File: src/design/hmd_pkg.sv
package hmd_pkg;

    localparam int FRAME_LEN   = 31;
    localparam int BYTE_W      = 8;
    localparam int DATA_BITS   = 26;
    localparam int COUNT_WIDTH = 32;
    localparam int CORR_W      = 32;
    localparam int GROUP_DEPTH = 4;
    localparam int GROUP_PTR_W = $clog2(GROUP_DEPTH);
    localparam int SYN_W       = 5;
    localparam int FILL_W      = 5;
    localparam int PACK_W      = 7;
    localparam int PFILL_W     = 3;

    typedef struct packed {
        logic [BYTE_W-1:0] code_byte;
        logic              restart;
    } t_in_item;

    typedef struct packed {
        logic [BYTE_W-1:0] data_byte;
        logic [CORR_W-1:0] corrected_frames;
        logic              last;
    } t_out_item;

    // one decoded frame: three or four bytes, first byte in the top lane
    typedef struct packed {
        logic [4*BYTE_W-1:0] bytes;
        logic                four;
        logic [CORR_W-1:0]   corrected;
    } t_group;

    typedef struct packed {
        logic   push;
        t_group group;
    } t_group_wr;

    // XOR of the positions of all set bits; position p lives in bit FRAME_LEN-p
    function automatic logic [SYN_W-1:0] syndrome(input logic [FRAME_LEN-1:0] f);
        logic [SYN_W-1:0] s;
        s = '0;
        for (int p = 1; p <= FRAME_LEN; p++) begin
            if (f[FRAME_LEN-p]) begin
                s = s ^ SYN_W'(p);
            end
        end
        return s;
    endfunction

    // drop parity positions, first data bit lands in the MSB
    function automatic logic [DATA_BITS-1:0] data_bits(input logic [FRAME_LEN-1:0] f);
        logic [DATA_BITS-1:0] d;
        d = '0;
        for (int p = 1; p <= FRAME_LEN; p++) begin
            if ((p & (p - 1)) != 0) begin
                d = {d[DATA_BITS-2:0], f[FRAME_LEN-p]};
            end
        end
        return d;
    endfunction

endpackage

File: src/design/hamming_31_26_stream_decoder.sv
// Hamming (31,26) stream decoder.
// Input channel (i_valid / o_ready / i_item): one encoded byte per item, bits
// taken MSB first into a 31-bit frame; restart clears frame alignment, the
// byte packer and the correction count before that byte is used.
// Output channel (o_valid / i_ready / o_item): decoded data bytes, first data
// bit in the MSB, with the saturating count of corrected frames; last marks
// the final byte caused by one input item. A byte that completes no frame
// gives no item; one that completes a frame gives three or four.
// An accepted item is held in an input register and decoded from it; a
// completed frame is written to the buffer, whose head byte is then offered.
// Throughput: one input item per cycle; one output byte per cycle, drained
// from a four-frame buffer. Input stalls only when that buffer is full and
// the held item completes a frame.
// A stalled receiver holds the current byte steady; the buffer then fills
// and back-pressure reaches the input.
// Reset (sync, active low) empties the buffer, clears all control state.
module hamming_31_26_stream_decoder
    import hmd_pkg::*;
(
    input  logic      i_clk,
    input  logic      i_rst_n,
    input  logic      i_valid,
    output logic      o_ready,
    input  t_in_item  i_item,
    output logic      o_valid,
    input  logic      i_ready,
    output t_out_item o_item
);

    t_group_wr wr;
    logic      full;

    hmd_decode u_decode (
        .i_clk   (i_clk),
        .i_rst_n (i_rst_n),
        .i_valid (i_valid),
        .o_ready (o_ready),
        .i_item  (i_item),
        .i_full  (full),
        .o_wr    (wr)
    );

    hmd_group_fifo u_fifo (
        .i_clk   (i_clk),
        .i_rst_n (i_rst_n),
        .i_wr    (wr),
        .o_full  (full),
        .o_valid (o_valid),
        .i_ready (i_ready),
        .o_item  (o_item)
    );

endmodule

File: src/design/hmd_decode.sv
module hmd_decode
    import hmd_pkg::*;
(
    input  logic      i_clk,
    input  logic      i_rst_n,
    input  logic      i_valid,
    output logic      o_ready,
    input  t_in_item  i_item,
    input  logic      i_full,
    output t_group_wr o_wr
);

    localparam logic [FILL_W-1:0]  FILL_DONE = FILL_W'(FRAME_LEN - BYTE_W);
    localparam logic [PFILL_W-1:0] PF_FOUR   = PFILL_W'(4*BYTE_W - DATA_BITS);

    logic                   r_in_valid;
    t_in_item               r_in;
    logic [FRAME_LEN-1:0]   r_frame, n_frame;
    logic [FILL_W-1:0]      r_fill, n_fill;
    logic [PACK_W-1:0]      r_pack, n_pack;
    logic [PFILL_W-1:0]     r_pfill, n_pfill;
    logic [COUNT_WIDTH-1:0] r_count, n_count;

    logic [FRAME_LEN-1:0]        base_frame, full_frame, fixed_frame;
    logic [FILL_W-1:0]           base_fill;
    logic [PACK_W-1:0]           base_pack;
    logic [PFILL_W-1:0]          base_pfill;
    logic [COUNT_WIDTH-1:0]      base_count;
    logic                        complete, fire, four;
    logic [3:0]                  take;
    logic [SYN_W-1:0]            syn;
    logic [DATA_BITS-1:0]        dbits;
    logic [PACK_W+DATA_BITS-1:0] packed_w, aligned;

    always_comb begin
        base_frame = r_in.restart ? '0 : r_frame;
        base_fill  = r_in.restart ? '0 : r_fill;
        base_pack  = r_in.restart ? '0 : r_pack;
        base_pfill = r_in.restart ? '0 : r_pfill;
        base_count = r_in.restart ? '0 : r_count;

        complete = base_fill >= FILL_DONE;
        take     = 4'(FRAME_LEN) - 4'(base_fill);

        full_frame  = (base_frame << take)
                    | FRAME_LEN'(r_in.code_byte >> (4'(BYTE_W) - take));
        syn         = syndrome(full_frame);
        fixed_frame = full_frame;
        if (syn != '0) begin
            fixed_frame[SYN_W'(FRAME_LEN) - syn] = ~full_frame[SYN_W'(FRAME_LEN) - syn];
        end
        dbits    = data_bits(fixed_frame);
        packed_w = {base_pack, dbits};
        aligned  = packed_w << (PFILL_W'(PACK_W) - base_pfill);
        four     = base_pfill >= PF_FOUR;

        n_frame = {base_frame[FRAME_LEN-BYTE_W-1:0], r_in.code_byte};
        n_fill  = base_fill + FILL_W'(BYTE_W);
        n_pack  = base_pack;
        n_pfill = base_pfill;
        n_count = base_count;
        if (complete) begin
            n_frame = FRAME_LEN'(r_in.code_byte);
            n_fill  = FILL_W'(4'(BYTE_W) - take);
            n_pack  = packed_w[PACK_W-1:0];
            n_pfill = four ? base_pfill - PF_FOUR : base_pfill + PFILL_W'(2);
            if (syn != '0 && base_count != '1) begin
                n_count = base_count + 1'b1;
            end
        end

        fire    = r_in_valid && (!complete || !i_full);
        o_ready = !r_in_valid || fire;

        o_wr.push            = fire && complete;
        o_wr.group.bytes     = aligned[PACK_W+DATA_BITS-1 -: 4*BYTE_W];
        o_wr.group.four      = four;
        o_wr.group.corrected = CORR_W'(n_count);
    end

    always_ff @(posedge i_clk) begin
        if (!i_rst_n) begin
            r_in_valid <= 1'b0;
            r_frame    <= '0;
            r_fill     <= '0;
            r_pack     <= '0;
            r_pfill    <= '0;
            r_count    <= '0;
        end else begin
            if (o_ready) begin
                r_in_valid <= i_valid;
            end
            if (fire) begin
                r_frame <= n_frame;
                r_fill  <= n_fill;
                r_pack  <= n_pack;
                r_pfill <= n_pfill;
                r_count <= n_count;
            end
        end
    end

    always_ff @(posedge i_clk) begin
        if (o_ready && i_valid) begin
            r_in <= i_item;
        end
    end

endmodule

File: src/design/hmd_group_fifo.sv
module hmd_group_fifo
    import hmd_pkg::*;
(
    input  logic      i_clk,
    input  logic      i_rst_n,
    input  t_group_wr i_wr,
    output logic      o_full,
    output logic      o_valid,
    input  logic      i_ready,
    output t_out_item o_item
);

    t_group                 r_mem [GROUP_DEPTH];
    logic [GROUP_PTR_W-1:0] r_wr_ptr, r_rd_ptr;
    logic [GROUP_PTR_W:0]   r_level;
    logic [1:0]             r_idx;
    t_group                 head;
    logic                   last, pop;

    always_comb begin
        head    = r_mem[r_rd_ptr];
        o_full  = r_level == (GROUP_PTR_W+1)'(GROUP_DEPTH);
        o_valid = r_level != '0;
        last    = head.four ? (r_idx == 2'd3) : (r_idx == 2'd2);
        pop     = o_valid && i_ready && last;

        unique case (r_idx)
            2'd0:    o_item.data_byte = head.bytes[4*BYTE_W-1 -: BYTE_W];
            2'd1:    o_item.data_byte = head.bytes[3*BYTE_W-1 -: BYTE_W];
            2'd2:    o_item.data_byte = head.bytes[2*BYTE_W-1 -: BYTE_W];
            default: o_item.data_byte = head.bytes[BYTE_W-1 -: BYTE_W];
        endcase
        o_item.corrected_frames = head.corrected;
        o_item.last             = last;
    end

    always_ff @(posedge i_clk) begin
        if (!i_rst_n) begin
            r_wr_ptr <= '0;
            r_rd_ptr <= '0;
            r_level  <= '0;
            r_idx    <= '0;
        end else begin
            if (i_wr.push) begin
                r_wr_ptr <= r_wr_ptr + 1'b1;
            end
            if (o_valid && i_ready) begin
                r_idx <= last ? '0 : r_idx + 1'b1;
            end
            if (pop) begin
                r_rd_ptr <= r_rd_ptr + 1'b1;
            end
            r_level <= r_level + (GROUP_PTR_W+1)'(i_wr.push) - (GROUP_PTR_W+1)'(pop);
        end
    end

    always_ff @(posedge i_clk) begin
        if (i_wr.push) begin
            r_mem[r_wr_ptr] <= i_wr.group;
        end
    end

endmodule
File: config.mk
export PLATFORM = sky130hd
export DESIGN_NAME = hamming_31_26_stream_decoder
export DESIGN_NICKNAME = d
export VERILOG_FILES = /design/src/design/hmd_pkg.sv /design/src/design/hamming_31_26_stream_decoder.sv /design/src/design/hmd_decode.sv /design/src/design/hmd_group_fifo.sv
export SDC_FILE = /design/constraint.sdc
export NUM_CORES = 1
export LEC_CHECK = 0
export BUFFER_PORTS_ARGS = -buffer_cell sky130_fd_sc_hd__clkbuf_2
export CORE_ASPECT_RATIO = 0.8
export CORE_UTILIZATION = 58
export DETAILED_ROUTE_END_ITERATION = 6
export GPL_TIMING_DRIVEN = 0
export PLACE_DENSITY = 0.81
export SLEW_MARGIN = 40
export SYNTH_ARGS = -nofsm -noshare
export SYNTH_HDL_FRONTEND = slang
export SYNTH_SLANG_ARGS = --single-unit
File: constraint.sdc
create_clock -name i_clk -period 12.5 [get_ports i_clk]
set_clock_uncertainty 0.15 [all_clocks]
set_input_delay 2.5 -clock i_clk [delete_from_list [all_inputs] [get_ports i_clk]]
set_output_delay 2.5 -clock i_clk [all_outputs]
set_load 0.02 [all_outputs]
Yosys cells after proc, flatten, opt, wreduce, memory -nomap -nowiden

Memory sizes are Yosys's and may differ from the RTL's. A register that Yosys moved wholly into a read port is not among the register bits.
Index checks and enable logic that the tools add are counted.

Bits in registers: 97
RAM bits: 260
Input port bits: 13
Output and inout bits: 43
Word-level logic and storage cells: 142
Memories: 1

Memory list:

| name         | depth | bits a word | read ports | clocked after Yosys merged registers in | write ports | line                 | text |
|---|---|---|---|---|---|---|---|
| u_fifo.r_mem | 4     | 65          | 1          | 1                                       | 1           | hmd_group_fifo.sv:13 | `t_group r_mem [GROUP_DEPTH];` |

Add/subtract/negate cells: 14
Order comparisons: 4
Equality and inequality tests: 5
Shift-type cells: 3
Multiplexer cells: 56
Bitwise operators: 32
Reduce and logical (&&, ||, !) cells: 15

Operators by type and width:

| kind                                                       | number |
|---|---|
| two-way mux 32 bit                                         | 3 |
| two-way mux 5 bit                                          | 18 |
| two-way mux 31 bit                                         | 2 |
| << shifter 33 x 3 -> 33 bit                                | 1 |
| adder 32 x 1 -> 32 bit, second input constant              | 1 |
| two-way mux 4 bit                                          | 8 |
| != test 32 bit, second input constant                      | 1 |
| bitwise mux 31 bit                                         | 1 |
| bitwise OR 31 bit                                          | 1 |
| << shifter 31 x 4 -> 31 bit                                | 1 |
| right shift 8 x 4 -> 31 bit                                | 1 |
| NOT 3 bit                                                  | 10 |
| two-way mux 29 bit                                         | 1 |
| case mux 8 bit (3 select lines)                            | 1 |
| two-way mux 3 bit                                          | 7 |
| NOT 2 bit                                                  | 10 |
| NOT 4 bit                                                  | 5 |
| two-way mux 7 bit                                          | 2 |
| two-way mux 2 bit                                          | 5 |
| subtractor 4 bit, first input constant                     | 2 |
| logical AND 1 bit                                          | 7 |
| adder 2 x 1 -> 2 bit, second input constant                | 3 |
| less-than comparator 5 x 6 -> 1 bit, second input constant | 1 |
| two-way mux 1 bit                                          | 6 |
| 24 further kinds                                           | 31 |

Depth between registers and ports, before layout

Word-level depth: 70
Depth in mapped cells: 23
Mapped depth without buffers: 17

Hierarchy

A second synthesis with hierarchy kept.

Cells, all modules: 1548
Area, all modules: 19024.5 um2

By module, submodules not included:

| module         | instances | cells an instance | area an instance (um2) | seq. area each (um2) |
|---|---|---|---|---|
| hmd_group_fifo | 1         | 432               | 10168.5                | 8027.7 |
| hmd_decode     | 1         | 1116              | 8856.0                 | 1851.8 |

Worst setup path before layout

No wires, ideal clock.

Kind: register to register
From: register u_decode.r_in[0] (netlist bit)
To: memory u_fifo.r_mem[0][59] (netlist bit), data pin
Setup time: 0.272 ns
Data arrival time: 5.256 ns
Data required time: 12.078 ns
Path slack: 6.822 ns
Cell stages (with the launch flop): 20
Buffers on the path: 3
Clock period less this slack: 5.678 ns
Cells stage by stage: edfxtp_1 buf_2 nand2b_1 buf_2 buf_2 inv_1 ha_1 mux4_2 or3_1 a21oi_1 a211oi_2 xnor2_1 xnor3_1 or3_1 a2111oi_0 mux2_2 mux2_2 nor2_2 a211oi_1 a221o_1

Word-level cells in the longest chain between the ends: 59
Elaborated cells between the ends (all ways): 80
Classes of those cells: add/sub (4); order compare (2); shift (3); mux (41); bitwise (28); reduce/logical (2)

RTL lines:

| item                                                                                                                    | line                 | text |
|---|---|---|
| start: declaration                                                                                                      | hmd_decode.sv:17     | `t_in_item r_in;` |
| start signal: assignment                                                                                                | hmd_decode.sv:105    | `r_in <= i_item;` |
| two-way mux 5 bit                                                                                                       | hmd_decode.sv:37     | `base_fill = r_in.restart ? '0 : r_fill;` |
| subtractor 4 bit                                                                                                        | hmd_decode.sv:43     | `take = 4'(FRAME_LEN) - 4'(base_fill);` |
| subtractor 4 bit                                                                                                        | hmd_decode.sv:46     | `\| FRAME_LEN'(r_in.code_byte >> (4'(BYTE_W) - take));` |
| right shift 8 x 4 -> 31 bit                                                                                             | hmd_decode.sv:46     |  |
| bitwise OR 31 bit                                                                                                       | hmd_decode.sv:46     |  |
| two-way mux 1 bit                                                                                                       | hmd_pkg.sv:43        | `if (f[FRAME_LEN-p]) begin` |
| two-way mux 2 bit                                                                                                       | hmd_pkg.sv:43        |  |
| NOT 2 bit (no source line)                                                                                              | --                   |  |
| [44 not listed]                                                                                                         | --                   |  |
| less-than comparator 5 x 6 -> 1 bit (not written as such) or greater-or-equal comparator 5 x 1 -> 1 bit (tied branches) | hmd_decode.sv:50     | `fixed_frame[SYN_W'(FRAME_LEN) - syn] = ~full_frame[SYN_W'(FRAME_LEN) - syn];` |
| logical AND 1 bit (not written as such)                                                                                 | hmd_decode.sv:50     |  |
| two-way mux 1 bit (not written as such)                                                                                 | hmd_decode.sv:50     |  |
| demux 1 bit (select 5 bit)                                                                                              | --                   |  |
| bitwise mux 31 bit                                                                                                      | hmd_decode.sv:50     |  |
| two-way mux 29 bit                                                                                                      | hmd_decode.sv:49     | `if (syn != '0) begin` |
| << shifter 33 x 3 -> 33 bit *                                                                                           | hmd_decode.sv:54     | `aligned = packed_w << (PFILL_W'(PACK_W) - base_pfill);` |
| via u_decode.aligned[27]                                                                                                | hmd_decode.sv:33     | `logic [PACK_W+DATA_BITS-1:0] packed_w, aligned;` |
| end: declaration                                                                                                        | hmd_group_fifo.sv:13 |  |

Mark *: on every way through the listed nets, which the timed path passes. The rest lies on a longest branch. The select of a mux whose other input is x is not followed.

Final worst setup path

From: register u_decode.r_in[0] (netlist bit)
To: memory u_fifo.r_mem[1][42] (netlist bit), data pin

Same word-level chain as after synthesis.

==> flow_metrics.py <==
metrics = {
    "synth": {
        "syn_inst": 1626,
        "synth_top_flop_cell": "edfxtp_1",
        "synthArstFlopShare": 0,
        "synth-seq-cells": 359,
        "synth_edf_count": 269,
        "avgSynthCellArea_um2": 12.2,
        "syn_area_um2": 19800,
        "synthesis.nets": 1654,
        "yosys_warnings": 0,
        "yosys.area.top_type": "edfxtp_1",
        "yosysTopAreaCellShare": 0.408,
        "synth_commonest_cells": "edfxtp_1 (269), nor2_1 (150), nand2_1 (114)",
        "synth.top_cells.by_area": "edfxtp_1 (41%), mux4_2 (9.7%), dfxtp_1 (9.1%), mux2i_1 (4.6%), nor2_1 (2.8%)",
        "yosys.cell_count.top_type": "edfxtp_1",
        "ys_types": 106,
        "synth.yosys.seq_area_share": 0.499,
    },
    "grt": {
        "grt.overflow.total": 0,
        "grt_pass1_wl_um": 82700,
        "grt_start_max_net_pins": 38,
        "track_usage": 0.307,
        "grt_pass1_vias": 13900,
        "antenna_found_initial": 1,
    },
    "detailed_routing": {
        "drtPass1Iterations": 7,
        "num_vias": 14700,
        "wl_met3_um": 4960,
        "met1_length_um": 22900,
        "drt-total-wl_um": 53700,
        "routed.top_layer": "met4",
        "wl_met2_um": 24800,
        "via_per_inst": 6.72,
        "drtAntennaViolNets": 0,
        "drtIter0Drc": 1700,
        "wl_per_cell_um": 24.6,
        "drcViolationCount": 0,
    },
    "final_layout": {
        "syn2layout_area_growth_pct": 11.0,
        "fin_nets": 1753,
        "final_area_um2": 22000,
        "num-fill-cells": 2456,
        "postLayoutCoreUtil": 0.653,
        "drive_above_1_share": 0.191,
    },
    "timing": {
        "rsz0062_at_grt": "no",
        "tightest_slew_ns": 0.853,
        "drv_slew": 0,
        "tns_ns": 0,
        "min_period_ns": 6.93,
        "hold_viol_final": 0,
        "slew-limit-headroom": 0.429,
        "setup-violations-final": 0,
        "post-route-period-util": 0.555,
        "fmax_mhz": 144,
    },
    "clocking": {
        "cts_tree": "built",
        "cts.sink_count": 359,
        "cts_root_buf": "clkbuf_16",
        "post_cts_buffers": 0,
        "cts_buffers": 36,
        "path_clk_slew_ns": 0.06,
        "clk_latency_ns": 0.55,
        "clk_path_buf_depth": 3,
        "ctsHoldBuffers": 0,
        "cts_resized": 0,
        "htreeDepth": 2,
    },
    "power": {
        "peakVddDrop_uv": 121,
        "power_density_nw_per_um2": 125,
        "p_total_mw": 2.74,
        "p_leak_nw": 7.20,
    },
    "die": {
        "die_h_um": 167,
        "start_util": 0.588,
        "dieArea_um2": 34900,
        "ios": 56,
        "die_width_um": 208,
        "coreArea_um2": 33600,
        "row_count": 60,
    },
    "placement": {
        "place_hpwl_um": 37900,
        "placed_area_um2": 20800,
        "numPortBuffers": 54,
        "place_congestion": 0.962,
    },
    "critical_path": {
        "critPathKind": "register to register",
        "cp.arrival_ns": 7.06,
        "crit_path_max_incr_delay_ns": 0.61,
        "cp_max_fo": 10,
        "cpMostUsedCell": "buf_2",
        "worstPathCellList": "buf_2, nand2b_1, buf_2, buf_2, inv_1, ha_1, mux4_2, or4b_1, o211ai_1, a211oi_2, xnor3_1, xnor3_2, xnor2_2, buf_4, nor3_2, and2_1, mux2_2, a21oi_1, mux2i_1, mux2i_1",
        "slowest_stage": "mux4_2",
        "startpoint_type": "register",
        "end_kind": "register",
        "cp_data_required_time_ns": 12.63,
    },
    "min_path": {
        "min_path_type": "register to register",
    },
    "run": {
        "cap_violations": 0,
    },
    "run_status": {
        "outcome": "complete, no violations",
    },
}
==> kinds of logic after synthesis <==
logic type | share of synthesized area
simple gates | 0.101
compound gates | 0.134
flops | 0.499
mux | 0.163
buf+inv | 0.0342
xor+xnor | 0.0579
fa+ha+maj | 0.0104
==> final cells by class <==
class,count,area [µm²],area share
Multi-Input combinational cell,1117,9250,0.421
Antenna cell,1,2.50,0.000114
Clock buffer,41,920,0.0419
Tap cell,434,543,0.0247
Sequential cell,359,9880,0.450
Clock inverter,25,267,0.0121
Inverter,34,128,0.00581
Buffer,116,558,0.0254
Timing Repair Buffer,61,410,0.0187
==> path summary, 6_finish.rpt <==
| check | start | end | slack, ns | cells past startpoint |
|---|---|---|---|---|
| max reg2reg | u_decode.r_in[0]$_DFFE_PP_ | u_fifo.r_mem[1][42]$_DFFE_PP_ | 5.57 | 20 |
| max | u_decode.r_in[0]$_DFFE_PP_ | u_fifo.r_mem[1][42]$_DFFE_PP_ | 5.57 | 20 |
| min reg2reg | u_decode.r_count[1]$_SDFFE_PN0P_ | u_decode.r_count[1]$_SDFFE_PN0P_ | 0.35 | 2 |
| min | u_decode.r_count[1]$_SDFFE_PN0P_ | u_decode.r_count[1]$_SDFFE_PN0P_ | 0.35 | 2 |
==> placed cells by master (no fill, tap or decap), drive strengths merged, types with 9 or more instances in the layout <==
| cell type | instances |
|---|---|
| buf | 48 |
| nor3 | 18 |
| mux4 | 85 |
| mux2i | 97 |
| nand3 | 32 |
| a21oi | 92 |
| nand2 | 115 |
| edfxtp | 269 |
| nor2 | 154 |
| and3 | 21 |
| nor2b | 9 |
| nand2b | 9 |
| or3 | 24 |
| a2111oi | 17 |
| a31oi | 12 |
| dfxtp | 90 |
| o211ai | 10 |
| ha | 14 |
| clkbuf | 170 |
| mux2 | 26 |
| a222oi | 9 |
| inv | 35 |
| a211oi | 14 |
| o21ai | 70 |
| a22oi | 54 |
| xor2 | 50 |
| o22ai | 28 |
| and2 | 15 |
| a21o | 9 |
| xnor2 | 41 |
| clkinv | 16 |
==> flip-flops by register name, summed over array words and instances (netlist names), 3 cells and up, named ones only <==
name,count
u_decode.r_fill,5
u_decode.r_in,9
u_fifo.r_level,3
u_fifo.r_mem,260
u_decode.r_frame,31
u_decode.r_count,32
u_decode.r_pack,7
u_decode.r_pfill,3
==> stage by stage <==
step	setup slack (ns)	std cells	hold WS (ns)
finish	5.57	2188	0.346
global route	5.37	2188	0.392
CTS	5.76	2187	0.346
detailed placement	5.78	2121	0.336
global placement	5.44	2114	0.329
floorplan	6.82	1626	0.315
==> metal layers <==
metal	global-route usage	vias up
li1	-	6452
met1	0.446	7386
met2	0.483	775
met3	0.0512	87
met4	0.0795	0
met5	0	-
==> critical path, delay by kind of cell, from the launching register on <==
family                   cells  cell delay [ns]
multiplexers                 4             1.56
XOR/XNOR                     3             1.23
buffers and inverters        5             1.09
AND/OR/NAND/NOR              4             1.01
AO/OA/AOI/OAI                3             0.91
flip-flops                   1             0.38
adder cells (fa/ha/maj)      1             0.36
==> power breakdown <==
part	total, mW	internal, mW	leakage [nW]	switching, mW
Combinational	0.360	0.121	3.51	0.239
Sequential	1.29	1.28	3.12	0.00669
Clock	1.09	0.622	0.572	0.468
Total	2.74	2.03	7.20	0.714
Note: power is estimated with default switching activity, not from simulation.
